**src/rtl/core/scpr_pkg.sv**
```systemverilog
// Package for the second-chance page replacement block.
// Holds the controller state type, the command and status structs and fixed constants.
// No dependencies.
package scpr_pkg;

	// Fixed field widths.
	localparam int CFG_WIDTH       = 5;
	localparam int FRAME_OUT_WIDTH = 4;
	localparam int FAULT_WIDTH     = 16;

	// Reset value of the frame count register.
	localparam logic [CFG_WIDTH-1:0] NUM_FRAMES_RESET = 5'd16;

	// The fault counter stops at this value.
	localparam logic [FAULT_WIDTH-1:0] FAULT_MAX = 16'hFFFF;

	// Controller states.
	typedef enum logic [2:0] {
		ST_IDLE,
		ST_LOOKUP,
		ST_RESOLVE,
		ST_SWEEP,
		ST_EMIT
	} state_t;

	// Commands from the controller to the datapath.
	typedef struct packed {
		logic accept;      // Latch the page and bring the hand into range.
		logic lookup;      // Register the result of the parallel compare.
		logic use_set;     // Hit: set the use bit of the matching frame.
		logic fault;       // Miss: bump the saturating fault counter.
		logic sweep_clear; // Clear the use bit under the hand and advance.
		logic load;        // Load the page under the hand and advance.
		logic emit;        // Move the finished result into the output register.
	} cmd_t;

	// Status from the datapath to the controller.
	typedef struct packed {
		logic hit;         // The registered lookup found the page.
		logic use_at_hand; // The use bit under the hand is set.
		logic out_free;    // The output register can take a result this cycle.
	} status_t;

endpackage

```
**src/rtl/core/scpr_ctrl.sv**
```systemverilog
// Controller state machine for the second-chance page replacement block.
// Depends on scpr_pkg for the state type and the command and status structs.
module scpr_ctrl (
	input  logic             clk,
	input  logic             arst_n,
	input  logic             in_valid,
	output logic             in_stall,
	input  scpr_pkg::status_t status,
	output scpr_pkg::cmd_t    cmd
);

	scpr_pkg::state_t state_q;
	scpr_pkg::state_t state_next;

	// State register.
	always_ff @(posedge clk or negedge arst_n) begin
		if (!arst_n) begin
			state_q <= scpr_pkg::ST_IDLE;
		end else begin
			state_q <= state_next;
		end
	end

	// Next state and commands.
	always_comb begin
		state_next = state_q;
		cmd        = '0;
		in_stall   = 1'b1;
		unique case (state_q)
			scpr_pkg::ST_IDLE: begin
				in_stall = 1'b0;
				if (in_valid) begin
					cmd.accept = 1'b1;
					state_next = scpr_pkg::ST_LOOKUP;
				end
			end
			scpr_pkg::ST_LOOKUP: begin
				cmd.lookup = 1'b1;
				state_next = scpr_pkg::ST_RESOLVE;
			end
			scpr_pkg::ST_RESOLVE: begin
				if (status.hit) begin
					cmd.use_set = 1'b1;
					state_next  = scpr_pkg::ST_EMIT;
				end else begin
					cmd.fault  = 1'b1;
					state_next = scpr_pkg::ST_SWEEP;
				end
			end
			scpr_pkg::ST_SWEEP: begin
				// Give each frame with its use bit set a second chance.
				if (status.use_at_hand) begin
					cmd.sweep_clear = 1'b1;
				end else begin
					cmd.load   = 1'b1;
					state_next = scpr_pkg::ST_EMIT;
				end
			end
			scpr_pkg::ST_EMIT: begin
				if (status.out_free) begin
					cmd.emit   = 1'b1;
					state_next = scpr_pkg::ST_IDLE;
				end
			end
			default: begin
				state_next = scpr_pkg::ST_IDLE;
			end
		endcase
	end

endmodule

```
**src/rtl/core/scpr_dp.sv**
```systemverilog
// Datapath for the second-chance page replacement block: frame table, clock hand,
// fault counter and output register. Depends on scpr_pkg; driven by scpr_ctrl.
module scpr_dp #(
	parameter int FRAMES     = 16,
	parameter int PAGE_WIDTH = 16
) (
	input  logic                                clk,
	input  logic                                arst_n,
	input  logic                                cfg_we,
	input  logic [scpr_pkg::CFG_WIDTH-1:0]      cfg_data,
	input  logic [PAGE_WIDTH-1:0]               page_in,
	input  scpr_pkg::cmd_t                      cmd,
	output scpr_pkg::status_t                   status,
	input  logic                                out_stall,
	output logic                                out_valid,
	output logic                                out_hit,
	output logic [scpr_pkg::FRAME_OUT_WIDTH-1:0] out_frame,
	output logic                                out_evicted_valid,
	output logic [PAGE_WIDTH-1:0]               out_evicted_page,
	output logic [scpr_pkg::FAULT_WIDTH-1:0]    out_fault_count
);

	localparam int IW = (FRAMES > 1) ? $clog2(FRAMES) : 1;
	localparam int NW = $clog2(FRAMES + 1);

	// Configuration and per-item state.
	logic [scpr_pkg::CFG_WIDTH-1:0]   num_frames_q;
	logic [PAGE_WIDTH-1:0]            page_q;
	logic [PAGE_WIDTH-1:0]            frame_page_q [FRAMES];
	logic [FRAMES-1:0]                valid_q;
	logic [FRAMES-1:0]                use_q;
	logic [IW-1:0]                    hand_q;
	logic [scpr_pkg::FAULT_WIDTH-1:0] faults_q;
	logic                             hit_q;
	logic [IW-1:0]                    slot_q;
	logic                             ev_valid_q;
	logic [PAGE_WIDTH-1:0]            ev_page_q;

	// Output register.
	logic                                 out_valid_q;
	logic                                 out_hit_q;
	logic [IW-1:0]                        out_slot_q;
	logic                                 out_ev_valid_q;
	logic [PAGE_WIDTH-1:0]                out_ev_page_q;
	logic [scpr_pkg::FAULT_WIDTH-1:0]     out_faults_q;
	logic [IW+scpr_pkg::FRAME_OUT_WIDTH-1:0] out_slot_ext;

	logic [NW-1:0]     n_c;
	logic [NW:0]       hand_inc;
	logic [IW-1:0]     hand_next;
	logic [FRAMES-1:0] match_c;
	logic              found_c;
	logic [IW-1:0]     found_idx_c;

	// Active frame count, with zero taken as one and large values clamped.
	always_comb begin
		if (num_frames_q == '0) begin
			n_c = NW'(1);
		end else if (32'(num_frames_q) > 32'(FRAMES)) begin
			n_c = NW'(FRAMES);
		end else begin
			n_c = NW'(num_frames_q);
		end
	end

	// Hand advance with wrap at the active frame count.
	always_comb begin
		hand_inc = (NW + 1)'(hand_q) + (NW + 1)'(1);
		if (hand_inc >= (NW + 1)'(n_c)) begin
			hand_next = '0;
		end else begin
			hand_next = IW'(hand_inc);
		end
	end

	// Parallel compare against all active, valid frames.
	always_comb begin
		for (int i = 0; i < FRAMES; i++) begin
			match_c[i] = valid_q[i] && (frame_page_q[i] == page_q) && (i < int'(n_c));
		end
	end

	// The lowest-numbered matching frame wins.
	always_comb begin
		found_c     = 1'b0;
		found_idx_c = '0;
		for (int i = 0; i < FRAMES; i++) begin
			if (match_c[i] && !found_c) begin
				found_c     = 1'b1;
				found_idx_c = IW'(i);
			end
		end
	end

	// Configuration register.
	always_ff @(posedge clk or negedge arst_n) begin
		if (!arst_n) begin
			num_frames_q <= scpr_pkg::NUM_FRAMES_RESET;
		end else if (cfg_we) begin
			num_frames_q <= cfg_data;
		end
	end

	// Control state: valid and use bits, hand, fault counter, lookup flag.
	always_ff @(posedge clk or negedge arst_n) begin
		if (!arst_n) begin
			valid_q  <= '0;
			use_q    <= '0;
			hand_q   <= '0;
			faults_q <= '0;
			hit_q    <= 1'b0;
		end else begin
			if (cmd.accept && (32'(hand_q) >= 32'(n_c))) begin
				hand_q <= '0;
			end
			if (cmd.lookup) begin
				hit_q <= found_c;
			end
			if (cmd.use_set) begin
				use_q[slot_q] <= 1'b1;
			end
			if (cmd.fault && (faults_q != scpr_pkg::FAULT_MAX)) begin
				faults_q <= faults_q + 1'b1;
			end
			if (cmd.sweep_clear) begin
				use_q[hand_q] <= 1'b0;
				hand_q        <= hand_next;
			end
			if (cmd.load) begin
				valid_q[hand_q] <= 1'b1;
				use_q[hand_q]   <= 1'b1;
				hand_q          <= hand_next;
			end
		end
	end

	// Payload: page, frame table, matching slot and eviction data.
	always_ff @(posedge clk) begin
		if (cmd.accept) begin
			page_q     <= page_in;
			ev_valid_q <= 1'b0;
			ev_page_q  <= '0;
		end
		if (cmd.lookup) begin
			slot_q <= found_idx_c;
		end
		if (cmd.load) begin
			frame_page_q[hand_q] <= page_q;
			slot_q               <= hand_q;
			ev_valid_q           <= valid_q[hand_q];
			ev_page_q            <= valid_q[hand_q] ? frame_page_q[hand_q] : '0;
		end
	end

	// Output register: filled on emit, emptied when the transaction completes.
	always_ff @(posedge clk or negedge arst_n) begin
		if (!arst_n) begin
			out_valid_q <= 1'b0;
		end else if (cmd.emit) begin
			out_valid_q <= 1'b1;
		end else if (!out_stall) begin
			out_valid_q <= 1'b0;
		end
	end

	always_ff @(posedge clk) begin
		if (cmd.emit) begin
			out_hit_q      <= hit_q;
			out_slot_q     <= slot_q;
			out_ev_valid_q <= ev_valid_q;
			out_ev_page_q  <= ev_page_q;
			out_faults_q   <= faults_q;
		end
	end

	// Status back to the controller.
	always_comb begin
		status.hit         = hit_q;
		status.use_at_hand = use_q[hand_q];
		status.out_free    = !out_valid_q || !out_stall;
	end

	assign out_slot_ext      = {{scpr_pkg::FRAME_OUT_WIDTH{1'b0}}, out_slot_q};
	assign out_valid         = out_valid_q;
	assign out_hit           = out_hit_q;
	assign out_frame         = out_slot_ext[scpr_pkg::FRAME_OUT_WIDTH-1:0];
	assign out_evicted_valid = out_ev_valid_q;
	assign out_evicted_page  = out_ev_page_q;
	assign out_fault_count   = out_faults_q;

endmodule

```
**src/rtl/core/second_chance_page_replacement.sv**
```systemverilog
// Second-chance (clock) page replacement, one page reference per transaction.
// Order: a hit passes through idle, lookup, resolve and emit; a fault goes from resolve
// to sweep, which clears each set use bit under the hand before loading, then to emit.
// Emit waits while the output register is full and stalled. A new reference is taken
// only in idle, once the previous result has moved into the output register.
// Reset clears valid and use bits, hand and fault count; num_frames resets to 16.
module second_chance_page_replacement #(
	parameter int FRAMES     = 16,
	parameter int PAGE_WIDTH = 16
) (
	input  logic                                 clk,
	input  logic                                 arst_n,
	input  logic                                 cfg_valid,
	output logic                                 cfg_ready,
	input  logic [scpr_pkg::CFG_WIDTH-1:0]       num_frames,
	input  logic                                 in_valid,
	output logic                                 in_stall,
	input  logic [PAGE_WIDTH-1:0]                page,
	output logic                                 out_valid,
	input  logic                                 out_stall,
	output logic                                 hit,
	output logic [scpr_pkg::FRAME_OUT_WIDTH-1:0] frame,
	output logic                                 evicted_valid,
	output logic [PAGE_WIDTH-1:0]                evicted_page,
	output logic [scpr_pkg::FAULT_WIDTH-1:0]     fault_count
);

	scpr_pkg::cmd_t    cmd;
	scpr_pkg::status_t status;

	// The register takes a write in any cycle; it is meant to change only between transactions.
	assign cfg_ready = 1'b1;

	// Controller.
	scpr_ctrl u_ctrl (
		.clk      (clk),
		.arst_n   (arst_n),
		.in_valid (in_valid),
		.in_stall (in_stall),
		.status   (status),
		.cmd      (cmd)
	);

	// Datapath.
	scpr_dp #(
		.FRAMES     (FRAMES),
		.PAGE_WIDTH (PAGE_WIDTH)
	) u_dp (
		.clk               (clk),
		.arst_n            (arst_n),
		.cfg_we            (cfg_valid && cfg_ready),
		.cfg_data          (num_frames),
		.page_in           (page),
		.cmd               (cmd),
		.status            (status),
		.out_stall         (out_stall),
		.out_valid         (out_valid),
		.out_hit           (hit),
		.out_frame         (frame),
		.out_evicted_valid (evicted_valid),
		.out_evicted_page  (evicted_page),
		.out_fault_count   (fault_count)
	);

endmodule
```
**config.mk**
```make
export PLATFORM = sky130hd
export DESIGN_NAME = second_chance_page_replacement
export DESIGN_NICKNAME = d
export VERILOG_FILES = /design/src/rtl/core/scpr_pkg.sv /design/src/rtl/core/scpr_ctrl.sv /design/src/rtl/core/scpr_dp.sv /design/src/rtl/core/second_chance_page_replacement.sv
export SDC_FILE = /design/constraint.sdc
export NUM_CORES = 1
export LEC_CHECK = 0
export BUFFER_PORTS_ARGS = -buffer_cell sky130_fd_sc_hd__buf_2
export CAP_MARGIN = 20
export CORE_MARGIN = 2
export CORE_UTILIZATION = 35
export CTS_CLUSTER_SIZE = 28
export DETAILED_ROUTE_END_ITERATION = 8
export PLACE_DENSITY = 0.59
export SLEW_MARGIN = 30
export SYNTH_ARGS = -nofsm -noshare
export SYNTH_HDL_FRONTEND = slang
export SYNTH_SLANG_ARGS = --single-unit
```
**constraint.sdc**
```tcl
create_clock -name clk -period 6.7 [get_ports clk]
set_input_delay 0.335 -clock clk [delete_from_list [all_inputs] [get_ports clk]]
set_output_delay 0.335 -clock clk [all_outputs]
set_load 0.05 [all_outputs]
```
==> results of run 1 <==
cells in the final DEF (no fill, tap or decap), drive strengths merged, types with 21 or more instances in the layout:
| master | synthesis | routed |
|---|---|---|
| edfxtp | 331 | 331 |
| xnor2 | 151 | 151 |
| xor2 | 122 | 122 |
| buf | 51 | 96 |
| mux4 | 90 | 90 |
| clkbuf | 22 | 62 |
| dfrtp | 61 | 61 |
| nor2 | 53 | 53 |
| nand2 | 49 | 49 |
| nand4 | 42 | 42 |
| nor4 | 31 | 31 |
| and3 | 24 | 24 |
| or2 | 23 | 23 |
| dlygate4sd3 | 0 | 22 |
| nor3 | 21 | 21 |
how the worst max path moves through the flow:
stage | from | endpoint | slack, ps
detailed placement | u_dp.hand_q[0]$_DFFE_PN0P_ | u_dp.frame_page_q[3][10]$_DFFE_PP_ | 3020
finish | u_dp.hand_q[0]$_DFFE_PN0P_ | u_dp.frame_page_q[1][7]$_DFFE_PP_ | 3020
global placement | u_dp.hand_q[0]$_DFFE_PN0P_ | u_dp.frame_page_q[3][12]$_DFFE_PP_ | 3060
floorplan | u_dp.hand_q[1]$_DFFE_PN0P_ | u_dp.frame_page_q[10][0]$_DFFE_PP_ | 3630
CTS | u_dp.hand_q[0]$_DFFE_PN0P_ | u_dp.frame_page_q[3][10]$_DFFE_PP_ | 3010
global route | u_dp.hand_q[0]$_DFFE_PN0P_ | u_dp.frame_page_q[1][7]$_DFFE_PP_ | 2890
metal layers:
metal	global-route usage	vias to the layer above	share of wire
met4	0.0464	0	0.023
met5	0	-	0
met3	0.0327	65	0.072
met1	0.260	5631	0.44
li1	-	4848	-
met2	0.284	460	0.46
cell families after synthesis:
| group | after synthesis |
|---|---|
| buffers and inverters | 84 |
| multiplexers | 95 |
| adder cells (fa/ha/maj) | 14 |
| AND/OR/NAND/NOR | 294 |
| XOR/XNOR | 273 |
| other | 1 |
| AO/OA/AOI/OAI | 78 |
| flip-flops | 393 |
critical path: stages (launching register included):
cell and delay (ps):
dfrtp_4 960, mux4_2 610, mux4_2 620, or2_1 550
nor2_4 550
stage by stage:
stage                     std cells  hold slack [ps]  utilization
final                          2046             24.9        0.407
after global routing           2046             41.5        0.407
after CTS                      2046             5.92        0.407
after detailed placement       1943              406        0.376
after global placement         1941              402        0.375
after floorplan                1232             39.4            -
synth_stat cells (all sizes together), types with 20 or more instances:
cell type	n
dfrtp	61
nand4	42
xnor2	151
xor2	122
buf	51
nor2	53
nor3	21
a21oi	20
nor4	31
edfxtp	331
and3	24
mux4	90
clkbuf	22
nand2	49
or2	23
registers in the layout, indices dropped and copies added (netlist names):
name                    cells
u_dp.out_evicted_page      16
u_dp.slot_q                 4
u_ctrl.state_q              3
u_dp.out_evicted_valid      1
u_dp.valid_q               16
u_dp.out_frame              4
u_dp.out_valid              1
u_dp.hit_q                  1
u_dp.hand_q                 4
u_dp.page_q                16
u_dp.ev_page_q             16
u_dp.frame_page_q         256
u_dp.out_hit                1
u_dp.use_q                 16
u_dp.num_frames_q           5
u_dp.faults_q              16
u_dp.ev_valid_q             1
u_dp.out_fault_count       16
final cells by class:
type,count,area (um^2)
Timing Repair Buffer,118,810
Tap cell,688,861
Multi-Input combinational cell,755,6800
Clock buffer,62,1240
Inverter,11,41.3
Clock inverter,19,175
Fill cell,4766,31200
Sequential cell,393,11500
power groups by stage:
stage / Clock, mW / Combinational, mW / Sequential, mW
3_3_place_gp: 0 / 2.27 / 3.34
6_report: 2.38 / 2.31 / 3.30
5_1_grt: 2.54 / 2.46 / 3.34
3_5_place_dp: 0 / 2.31 / 3.35
4_1_cts: 2.43 / 2.32 / 3.30
2_1_floorplan: 0 / 1.55 / 3.34
==> metrics, run 1 <==
status=finished, final reports clean; Post-Syn Area=between 15000 and 20000 um^2; dpl cell area=just under 20000 um^2; WP data required=roughly 6900 ps; PortBufs=65; die footprint=about 55000 um^2; max_cap viols=0; grt total ovfl=0; Hold Fails Final Rpt=0; Mapped Avg Cell Area=approximately 15 um^2; fin nets=1363; FFs w/ async S/R, synth=0.158; maximum vdd drop=roughly 0.20 mV; switch share=0.333; Num CTS Buffers=44; share of the synthesized area in the top cell type=0.532; R2R Path End=u_dp.frame_page_q[1][7]$_DFFE_PP_; total number of vias=about 11000; Initial DRC Count=between 1000 and 1500; Finish-stage setup viols=0; gpl congestion=0.925; worst setup path class=reg -> reg; post-DR wirelength/cell=about 24 um; CTS max path bufs=3; compound-gate portion of the synthesized area=0.0264; Area Growth Syn to Fin=14.8%; CTS root buf=clkbuf_16; initial antenna violation count=1; Max-slew headroom=0.333; Worst Skew=between 15 and 20 ps; PnR worst setup slack=3020 ps; Max Fclk=0.271 GHz; Setup Buffers After CTS=0; hold_buf cts=22; largest net degree at the start of global routing=67; IO Pins=67; sw power=between 2 and 3 mW; element type at the critical path start=register; CP Capture Type=register; pwr/cell area=~370 nW/um^2; Tcrit/Tclk final=0.550; pre-CTS setup slack=a little over 3000 ps; Die H=235 um; register area share after synthesis=0.616; #FFs+latches synth=between 300 and 400; Syn. warnings=0; worst r2r path cells=4; Initial Utilization=0.355; Tmin final=3680 ps; CTS tree=done; clock sinks=between 300 and 400; post-synthesis simple-gate area fraction=0.0875; vias in the first global route=~11000; Hold Path Depth=3; Worst-Margin Slew=between 1000 and 1500 ps; Post-synth EDFFs=331; cell-internal power=approximately 5.3 mW; clock input transition at the sequential cells of the worst setup and hold paths=60 ps; Worst EP arrival=between 3000 and 4000 ps; antenna-violating nets left=0; Tot Pwr=around 8 mW; post-synthesis instance total=~1200; first-pass GRT wire length=roughly 74000 um; Cell variety after synth=a little under 60; Mapped Nets=roughly 1300; Clock Power Share=0.297; area share of fa/ha/maj cells after synthesis=0.00938; reg2reg setup slack=between 3000 and 4000 ps; Comb power frac=0.289; Lkg Pwr=just over 7 nW; fraction of layout cells with a size suffix above 1=0.203; diodes inserted=0; cell area after layout=roughly 21000 um^2; post-synthesis xor/xnor area fraction=0.128; top_reg_cell synth=edfxtp_1; Clock Latency Late Sink=580 ps; cts repair resizes=0; total wire length=~50000 um; area leader, netlist=edfxtp_1; H-Tree Depth=2; DPL Wire Length=34600 um; Flop pwr share=0.413; critical-path maximum fanout=44; largest family of logic cells by synthesized area=XOR/XNOR gates; First-pass DRT Iterations=7; Die X=around 230 um; R2R Path Start=u_dp.hand_q[0]$_DFFE_PN0P_; Vias/cell=approximately 5.4; setup TNS=0 ps; Hold Startpoint=num_frames[3]; Residual DRC=0; RSZ-0062 raised after global routing=false; fin. max-slew vios=0; HP Class=in -> reg; CORE AREA=52700 um^2; All-Layer GR Usage=0.181; post-synthesis mux area share=0.112; Min-Delay Endpoint=u_dp.num_frames_q[3]$_DFFE_PN0P_; Rows=84; top post-synthesis cells by area=edfxtp_1 (53%), mux4_2 (11%), dfrtp_1 (8.2%)
(Power assumes the default switching activity.)
==> inputs of run 2 (changes only) <==
ABC_AREA = 1   (was unset)
clock period = 3.5 ns   (was 6.7 ns; I/O delays follow)
==> run 2 against run 1 <==
Area after synthesis increased by 5.0%. Via count rose by 47%. First-iteration DRC count rose by 110%. Die area is 5.0% higher. Combinational power rose by 120%. Synthesized cell count up 62%. Critical path depth is 6 higher.
==> metrics, run 2 <==
cts repair resizes=0; die footprint=between 50000 and 60000 um^2; grt total ovfl=0; worst setup path class=reg -> reg; cell-internal power=~10 mW; Worst Skew=about 31 ps; Setup Buffers After CTS=0; Max-slew headroom=0.462; area share of fa/ha/maj cells after synthesis=0.00893; Die H=around 240 um; max_cap viols=0; top post-synthesis cells by area=edfxtp_1 (51%), dfrtp_1 (7.8%), o21ai_0 (6.6%); antenna-violating nets left=0; Mapped Nets=about 2000; top_reg_cell synth=edfxtp_1; post-synthesis mux area share=0.000574; CP Capture Type=register; Syn. warnings=0; Residual DRC=0; fin. max-slew vios=0; hold_buf cts=30; Worst EP arrival=roughly 3600 ps; leading cell type in the layout, fill and taps excluded=nand2_1; Area Growth Syn to Fin=15.7%; FFs w/ async S/R, synth=0.158; gpl congestion=about 1.0; Worst-Margin Slew=807 ps; Post-synth EDFFs=about 330; Cell variety after synth=59; sw power=just over 6 mW; Synth top cells by count=nand2_1 (343), edfxtp_1 (331), o21ai_0 (258); H-Tree Depth=2; largest net degree at the start of global routing=99; Clock Power Share=0.292; Flop pwr share=0.383; post-synthesis xor/xnor area fraction=0.0362; PnR worst setup slack=between 300 and 400 ps; initial antenna violation count=2; total number of vias=around 16000; post-DR wirelength/cell=about 24 um; fin nets=between 2000 and 2500; Vias/cell=roughly 5.6; status=finished, final reports clean; critical-path maximum fanout=40; #FFs+latches synth=slightly below 400; dpl cell area=between 20000 and 25000 um^2; pre-CTS setup slack=between 300 and 400 ps; final hold slack=about 62 ps; PortBufs=65; clock input transition at the sequential cells of the worst setup and hold paths=around 60 ps; Initial Utilization=0.355; diodes inserted=0; IO Pins=67; compound-gate portion of the synthesized area=0.154; First-pass DRT Iterations=6; largest family of logic cells by synthesized area=compound AO/OA/AOI/OAI gates; switch share=0.387; Comb power frac=0.325; count leader, synth=nand2_1; CORE AREA=~55000 um^2; vias in the first global route=15300; fraction of layout cells with a size suffix above 1=0.124; element type at the critical path start=register; clock sinks=393; Clock Latency Late Sink=just over 600 ps; fin util=0.411; cell area after layout=22700 um^2; first-pass GRT wire length=between 100000 and 150000 um; Cells after DPL=~2800; HP Class=in -> reg; Finished Layout Cells=2880; Rows=86; Largest Register=u_dp.frame_page_q; share of the synthesized area in the top cell type=0.507; most frequent cells in the layout=nand2_1 (343), edfxtp_1 (331), o21ai_0 (258), nor2_1 (198), inv_1 (169); Tcrit/Tclk final=0.912; CTS max path bufs=3; Max Fclk=roughly 0.31 GHz; Die X=between 200 and 250 um; Tmin final=3190 ps; max FFs per register=around 260; pwr/cell area=about 700 nW/um^2; Hold Fails Final Rpt=0; WP data required=3920 ps; post-synthesis simple-gate area fraction=0.151; Num CTS Buffers=45; All-Layer GR Usage=0.236; area leader, netlist=edfxtp_1; Lkg Pwr=between 8 and 9 nW; CTS tree=done; total wire length=between 60000 and 70000 um; RSZ-0062 raised after global routing=false; Finish-stage setup viols=0; post-synthesis instance total=roughly 2000; Mapped Avg Cell Area=just under 10 um^2; setup TNS=0 ps; DPL Wire Length=approximately 47000 um; Tot Pwr=approximately 16 mW; register area share after synthesis=0.586; Post-Syn Area=19600 um^2; CTS root buf=clkbuf_16; maximum vdd drop=0.398 mV; Initial DRC Count=2512
==> run 2: cell types whose count changed after synthesis, sizes merged, moves of 15 or more <==
| cell | delta |
|---|---|
| a221oi | +17 |
| mux4 | -90 |
| clkbuf | +30 |
| xor2 | -60 |
| nand3 | +18 |
| a41oi | +15 |
| nand2 | +294 |
| xnor2 | -132 |
| a21oi | +96 |
| o21ai | +260 |
| o22ai | +51 |
| and3 | -22 |
| inv | +178 |
| nor2 | +153 |
==> run 2: final timing paths <==
kind	startpoint	end	slack [ps]	cells after the start
max in group asynchronous	arst_n	u_dp.valid_q[6]$_DFFE_PN0P_	2350	3
min reg2reg	u_dp.ev_valid_q$_SDFFCE_PN0P_	u_dp.out_evicted_valid$_DFFE_PP_	420	0
min in group asynchronous	arst_n	u_dp.out_valid$_DFFE_PN0P_	170	2
min	cfg_valid	u_dp.num_frames_q[4]$_DFFE_PN1P_	60	2
max reg2reg	u_dp.hand_q[0]$_DFFE_PN0P_	u_dp.ev_page_q[0]$_SDFFCE_PN0P_	310	10
max	u_dp.hand_q[0]$_DFFE_PN0P_	u_dp.ev_page_q[0]$_SDFFCE_PN0P_	310	10
==> run 2: metal layers <==
layer  global-route usage  part of all wire  up-vias
li1                     -                 -     7180
met1                0.342              0.42     7797
met2                0.348              0.43     1032
met3               0.0485              0.11      147
met4               0.0851             0.035        4
met5                    0           0.00040        -
==> run 2: cell families after synthesis <==
logic type,count (synthesis)
other,1
buffers and inverters,291
XOR/XNOR,81
AND/OR/NAND/NOR,688
multiplexers,1
flip-flops,393
adder cells (fa/ha/maj),14
AO/OA/AOI/OAI,522
==> run 2: layout make-up <==
type,count,area [um^2]
well taps,748,936
inverters,189,712
clock buffers,62,1260
flip-flops and latches,393,11500
multi-input cells,1307,6920
fillers,5412,32500
repair buffers,159,1180
clock inverters,22,179
==> run 2: power groups by stage <==
stage | registers (mW) | clock network [mW] | logic, mW
after floorplan | 6.43 | 0 | 2.87
after global placement | 6.20 | 0 | 4.96
after detailed placement | 6.20 | 0 | 5.04
after CTS | 6.11 | 4.72 | 5.08
after global routing | 6.16 | 4.91 | 5.56
final | 6.11 | 4.67 | 5.19
==> run 2: worst max-delay path, stage by stage (launching register included) <==
cell	delay, ps
dfrtp_4	540
inv_4	350
a21oi_1	120
o21ai_1	120
a21oi_1	80
or4_4	570
nor2_4	160
inv_2	320
a31oi_4	300
inv_2	200
a41oi_1	230
